## src/rtl/core/lwsc_pkg.sv

```systemverilog
// shared constants, types and codes of the sector cache tag engine
`timescale 1ns / 1ps

package lwsc_pkg;

	localparam int NUM_SLOTS = 256;
	localparam int SLOT_W    = $clog2(NUM_SLOTS);
	localparam int CNT_W     = $clog2(NUM_SLOTS + 1);
	localparam int SECTOR_W  = 17;
	localparam int UNIT_W    = 2;
	localparam int KEY_HI_W  = 3;
	localparam int TAG_W     = KEY_HI_W + SECTOR_W;
	localparam int AGE_W     = 32;
	localparam int OSLOT_W   = 8;

	localparam logic CMD_ACCESS = 1'b0;
	localparam logic CMD_FLUSH  = 1'b1;

	typedef enum logic [1:0] {
		ST_IDLE,
		ST_SCAN,
		ST_RESOLVE
	} state_t;

	// one slot as it comes out of the store during a scan
	typedef struct packed {
		logic              vld;
		logic [SLOT_W-1:0] idx;
		logic              valid;
		logic              dirty;
		logic [TAG_W-1:0]  tag;
		logic [AGE_W-1:0]  age;
	} rd_data_t;

	// state update of one slot at the end of a request
	typedef struct packed {
		logic              tag_we;
		logic              age_we;
		logic              bits_we;
		logic [SLOT_W-1:0] addr;
		logic [TAG_W-1:0]  tag;
		logic [AGE_W-1:0]  age;
		logic              valid;
		logic              dirty;
	} st_wr_t;

	// what the scan found over all slots
	typedef struct packed {
		logic              found;
		logic [SLOT_W-1:0] found_idx;
		logic [TAG_W-1:0]  found_tag;
		logic              found_dirty;
		logic              more;
		logic              free;
		logic [SLOT_W-1:0] free_idx;
		logic [SLOT_W-1:0] vict_idx;
		logic [TAG_W-1:0]  vict_tag;
		logic              vict_dirty;
	} scan_res_t;

endpackage

```

## src/rtl/core/lwsc_scan.sv

```systemverilog
// shared compare unit: one slot per cycle for hit, free, victim and flush search
`timescale 1ns / 1ps

module lwsc_scan (
	input  logic                        clk,
	input  logic                        arst_n,
	input  logic                        clear,
	input  logic                        cmd,
	input  logic [lwsc_pkg::TAG_W-1:0]  key,
	input  lwsc_pkg::rd_data_t          rd_data,
	output lwsc_pkg::scan_res_t         res
);

	logic                        found_q;
	logic [lwsc_pkg::SLOT_W-1:0] found_idx_q;
	logic [lwsc_pkg::TAG_W-1:0]  found_tag_q;
	logic                        found_dirty_q;
	logic                        more_q;
	logic                        free_q;
	logic [lwsc_pkg::SLOT_W-1:0] free_idx_q;
	logic [lwsc_pkg::SLOT_W-1:0] vict_idx_q;
	logic [lwsc_pkg::TAG_W-1:0]  vict_tag_q;
	logic                        vict_dirty_q;
	logic [lwsc_pkg::AGE_W-1:0]  vict_age_q;

	logic match;
	logic take_vict;

	always_comb begin
		if (cmd == lwsc_pkg::CMD_FLUSH) begin
			match = rd_data.valid && rd_data.dirty &&
				(rd_data.tag[lwsc_pkg::TAG_W-1 -: lwsc_pkg::KEY_HI_W] ==
				 key[lwsc_pkg::TAG_W-1 -: lwsc_pkg::KEY_HI_W]);
		end else begin
			match = rd_data.valid && (rd_data.tag == key);
		end
		// strict less keeps ties on the lower slot
		take_vict = (rd_data.idx == '0) || (rd_data.age < vict_age_q);
	end

	always_ff @(posedge clk or negedge arst_n) begin
		if (!arst_n) begin
			found_q <= 1'b0;
			more_q  <= 1'b0;
			free_q  <= 1'b0;
		end else if (clear) begin
			found_q <= 1'b0;
			more_q  <= 1'b0;
			free_q  <= 1'b0;
		end else if (rd_data.vld) begin
			if (match) begin
				found_q <= 1'b1;
				if (found_q) begin
					more_q <= 1'b1;
				end
			end
			if (!rd_data.valid) begin
				free_q <= 1'b1;
			end
		end
	end

	always_ff @(posedge clk) begin
		if (rd_data.vld) begin
			if (match && !found_q) begin
				found_idx_q   <= rd_data.idx;
				found_tag_q   <= rd_data.tag;
				found_dirty_q <= rd_data.dirty;
			end
			if (!rd_data.valid && !free_q) begin
				free_idx_q <= rd_data.idx;
			end
			if (take_vict) begin
				vict_idx_q   <= rd_data.idx;
				vict_tag_q   <= rd_data.tag;
				vict_dirty_q <= rd_data.dirty;
				vict_age_q   <= rd_data.age;
			end
		end
	end

	assign res.found       = found_q;
	assign res.found_idx   = found_idx_q;
	assign res.found_tag   = found_tag_q;
	assign res.found_dirty = found_dirty_q;
	assign res.more        = more_q;
	assign res.free        = free_q;
	assign res.free_idx    = free_idx_q;
	assign res.vict_idx    = vict_idx_q;
	assign res.vict_tag    = vict_tag_q;
	assign res.vict_dirty  = vict_dirty_q;

endmodule
```

## config.mk

```make
export PLATFORM = sky130hd
export DESIGN_NAME = lwsc_scan
export DESIGN_NICKNAME = d
export VERILOG_FILES = /design/src/rtl/core/lwsc_pkg.sv /design/src/rtl/core/lwsc_scan.sv
export SDC_FILE = /design/constraint.sdc
export NUM_CORES = 1
export LEC_CHECK = 0
export ABC_AREA = 1
export BUFFER_PORTS_ARGS = -buffer_cell sky130_fd_sc_hd__buf_2
export CAP_MARGIN = 0
export CORE_MARGIN = 4
export CORE_UTILIZATION = 49
export CTS_CLUSTER_DIAMETER = 200
export DETAILED_ROUTE_END_ITERATION = 7
export HOLD_SLACK_MARGIN = 0.03
export PLACE_DENSITY = 0.79
export SYNTH_ARGS = -nofsm -noshare
export SYNTH_HDL_FRONTEND = slang
export SYNTH_SLANG_ARGS = --single-unit
```

## constraint.sdc

```tcl
create_clock -name clk -period 5.2 [get_ports clk]
set_input_delay 0.52 -clock clk [delete_from_list [all_inputs] [get_ports clk]]
set_output_delay 0.52 -clock clk [all_outputs]
set_load 0.005 [all_outputs]
```

==> summary.log <==
[power] Int Power 1.25 mW
[power] Net Sw Power 0.392 mW
[sta] Slew HR 39.0%
[flow_run] max-cap violation count 0
[placement] estimated wirelength of the detail-placed design 6.79 mm
[synthesis] mapped cell area 4220 sq um
[clocking] maximum root-to-sink buffer count 2
[final_layout] fraction of layout cells with a size suffix above 1 37.5%
[detailed_routing] 1st-iter DRT viols 68
[worst_setup_path] critical path launch point type register
[power] Pleak 2.42 nW
[power] portion of total power attributed to the clock network 31.0%
[synthesis] net count after synthesis 424
[synthesis] cell count after synthesis 306
[hold_path] Worst Hold Class input port to register
[power] switching part of the total power 23.9%
[worst_setup_path] CP endpoint vict_idx_q[3]$_DFFE_PP_
[final_layout] Post-Layout Inst Area 5350 sq um
[floorplanning] area enclosed by the die boundary 10200 sq um
[worst_setup_path] kind of end point of the critical path register
[worst_setup_path] worst setup path class register to register
[worst_setup_path] largest fanout on the critical path 35
[outcome] outcome finished, final reports clean
[clocking] count of instances resized after the clock tree is built 0
[sta] Least-Margin Pin Slew 0.912 ns
[synthesis] synthesized area per cell 13.8 sq um
[power] Power Density 307 nW/um^2
[placement] number of port buffers 155
[global_route] global-route usage over all layers 16.8%
[synthesis] synthesized-area fraction occupied by ao, oa, aoi and oai cells 3.08%
[synthesis] largest family of logic cells by synthesized area adder cells
[synthesis] post-synthesis simple-gate area fraction 7.97%
[placement] global placement routability congestion 0.814
[placement] post-place instance area 5130 sq um
[sta] final number of hold-violating endpoints 0
[sta] setup TNS 0 ns
[worst_setup_path] flop2flop setup slack 2.50 ns
[synthesis] FF+latch count, synth 101
[synthesis] Main synth FF type sky130_fd_sc_hd__edfxtp_1
[worst_setup_path] critical path arrival 2.74 ns
[floorplanning] Die Y 101 um
[synthesis] count of unique library cells instantiated by Yosys 22
[sta] final setup violation count 0
[detailed_routing] overall via count from detail_route 2787
[synthesis] share of the synthesized netlist area taken by xor and xnor gates 2.90%
[sta] setup repair after global routing missed its margin no
[floorplanning] Boundary Pins 156
[clocking] clock tree sinks 101
[detailed_routing] routed length per instance 14.8 um
[sta] clock period minus final worst setup slack 2.70 ns
[floorplanning] area of the placeable core 8300 sq um
[synthesis] count of warnings emitted by yosys 0
[detailed_routing] number of nets still failing antenna checks after routing 0
[final_layout] post-route insts no fill 580
[synthesis] mux share of post-synthesis cell area 0%
[sta] part of the cycle the worst path needs 51.8%
[clocking] Clock transition at path regs 0.10 ns
[global_route] via count of the first global-routing pass 2810
[detailed_routing] number of detailed-route iterations in the first pass 4
[global_route] initial antenna violation count 0
[worst_setup_path] Reg2Reg Capture Point vict_idx_q[3]$_DFFE_PP_
[floorplanning] starting density of the core 50.9%
[final_layout] relative area change from synthesis to final layout 26.7%
[worst_setup_path] r2r startpoint vict_age_q[5]$_DFFE_PP_
[power] worst supply voltage drop on vdd 0.000170 V
[worst_setup_path] required time of the worst setup path 5.25 ns
[synthesis] Synth Area in Adders 9.18%
[synthesis] number of enable-type register cells in the synthesized netlist 98
[sta] max-slew violation count 0
[floorplanning] standard-cell row count 33
[clocking] H-tree levels 3
[synthesis] post-synthesis async set-or-reset flop share 2.97%
[detailed_routing] via-per-instance ratio 4.81
[power] Comb pwr share 11.1%
[power] Flop pwr share 57.9%
[clocking] source-to-sink clock delay at the later pin of the worst-skew pair 0.36 ns
[global_route] wire length of the first global-routing pass 13.2 mm
[final_layout] final design utilization 64.5%
[worst_setup_path] launch point of the critical path vict_age_q[5]$_DFFE_PP_
[clocking] Clock Root Buffer sky130_fd_sc_hd__clkbuf_8
[final_layout] total number of nets in the final design 588
[floorplanning] die extent in x 101 um
[clocking] TritonCTS clock tree built
[synthesis] Seq/Total Area, Yosys 71.4%
[placement] worst slack at placement 2.19 ns
[worst_setup_path] number of cell instances on the worst register-to-register path 12
[sta] least setup slack across all paths after layout 2.50 ns
[sta] maximum clock rate 371 MHz
[final_layout] ANT cells 0
[detailed_routing] final WL 8.61 mm
[placement] count of placed standard cells including taps 563
[global_route] maximum number of pins on one net before global-route repair 36
[global_route] total grt overflow 0
[clocking] number of buffers created by CTS 9
[detailed_routing] post-detailed-route DRC marker count 0
[sta] worst clock skew on the final layout 0.0110 ns
-- metal layers --
metal	share of wire, %	global-route usage (%)	vias up
li1	-	-	1377
met2	53	29.1	93
met4	1.9	7.67	0
met5	0	0	-
met1	38	19.8	1301
met3	7.0	3.94	16
-- per-stage QoR --
stage	hold WS [ns]	total power, mW
after detailed placement	0.318	1.16
after CTS	0.316	1.66
after floorplan	0.224	1.06
final	0.340	1.64
after global placement	0.316	1.15
after global routing	0.317	1.72
-- cell type report --
cell class                 count  area, sq um
timing repair buffer         158          813
clock inverter                 7         82.6
fill                         629         2950
tap                          105          131
sequential                   101         3020
inverter                      51          191
clock buffer                   9          124
multi-input combinational    149          991
-- cells in the final DEF (no fill, tap or decap), drive strengths merged --
cell type,netlist,final
buf,5,157
edfxtp,98,98
inv,50,52
nand2,43,43
ha,31,31
nor2,20,20
a21oi,18,18
xnor2,11,11
clkbuf,0,9
nand3,6,6
o21ai,5,5
clkinv,1,4
nand4,3,3
xor2,3,3
dfrtp,3,3
nor3,3,3
or2,2,2
nor4,2,2
o22ai,1,1
o2111ai,1,1
bufinv,0,1
clkinvlp,0,1
dlygate4sd3,0,1
-- power groups by stage --
| stage | sequential, mW | combinational [mW] | clock (mW) |
|---|---|---|---|
| global placement | 0.970 | 0.177 | 0 |
| floorplan | 0.978 | 0.0864 | 0 |
| finish | 0.952 | 0.183 | 0.509 |
| detailed placement | 0.972 | 0.185 | 0 |
| global route | 0.956 | 0.209 | 0.557 |
| CTS | 0.953 | 0.186 | 0.522 |
-- worst min path at each step --
stage,startpoint,cells past startpoint,to
floorplan,arst_n,0,found_q$_DFFE_PN0P_
global placement,arst_n,1,more_q$_DFFE_PN0P_
detailed placement,arst_n,1,found_q$_DFFE_PN0P_
CTS,clear,2,found_q$_DFFE_PN0P_
global route,clear,2,free_q$_DFFE_PN0P_
finish,clear,2,found_q$_DFFE_PN0P_
-- Yosys cell counts, drive strengths merged, types with 5 or more instances --
cell type | count | area, sq um
buf | 5 | 37.5
nand3 | 6 | 30.0
edfxtp | 98 | 2940
xnor2 | 11 | 96.3
ha | 31 | 388
inv | 50 | 188
nand2 | 43 | 161
a21oi | 18 | 90.1
o21ai | 5 | 25.0
nor2 | 20 | 75.1
-- cell families (layout without fill, tap and decap cells) --
group / count (synthesis) / count (layout)
adders and majority gates: 31 / 31
AOI/OAI and AO/OA: 25 / 25
and+or+nand+nor: 79 / 79
xor gates and xnor gates: 14 / 14
DFF: 101 / 101
buffers and inverters: 56 / 225
-- worst max-delay path, stage by stage (launching register included) --
cell and delay, ns:
sky130_fd_sc_hd__edfxtp_1 0.39, sky130_fd_sc_hd__inv_1 0.07, sky130_fd_sc_hd__ha_1 0.23, sky130_fd_sc_hd__a21oi_1 0.14
sky130_fd_sc_hd__nor2_1 0.05, sky130_fd_sc_hd__nor3_1 0.14, sky130_fd_sc_hd__nand2_1 0.08, sky130_fd_sc_hd__nand2_1 0.06
sky130_fd_sc_hd__nand2_1 0.05, sky130_fd_sc_hd__nand2_1 0.05, sky130_fd_sc_hd__nand2_1 0.07, sky130_fd_sc_hd__a21oi_4 0.73
sky130_fd_sc_hd__buf_12 0.31
-- flip-flops by register name (all words and copies together) (netlist names) --
| signal | cells |
|---|---|
| free_q | 1 |
| found_dirty_q | 1 |
| vict_tag_q | 20 |
| found_tag_q | 20 |
| more_q | 1 |
| vict_dirty_q | 1 |
| free_idx_q | 8 |
| found_q | 1 |
| found_idx_q | 8 |
| vict_age_q | 32 |
| vict_idx_q | 8 |
-- repair_timing --
action / CTS / global route
hold endpoints to repair: 3 / 0
hold buffers: 1 / 0
setup buffers: 0 / 0
Power figures use the tool's default switching activity.
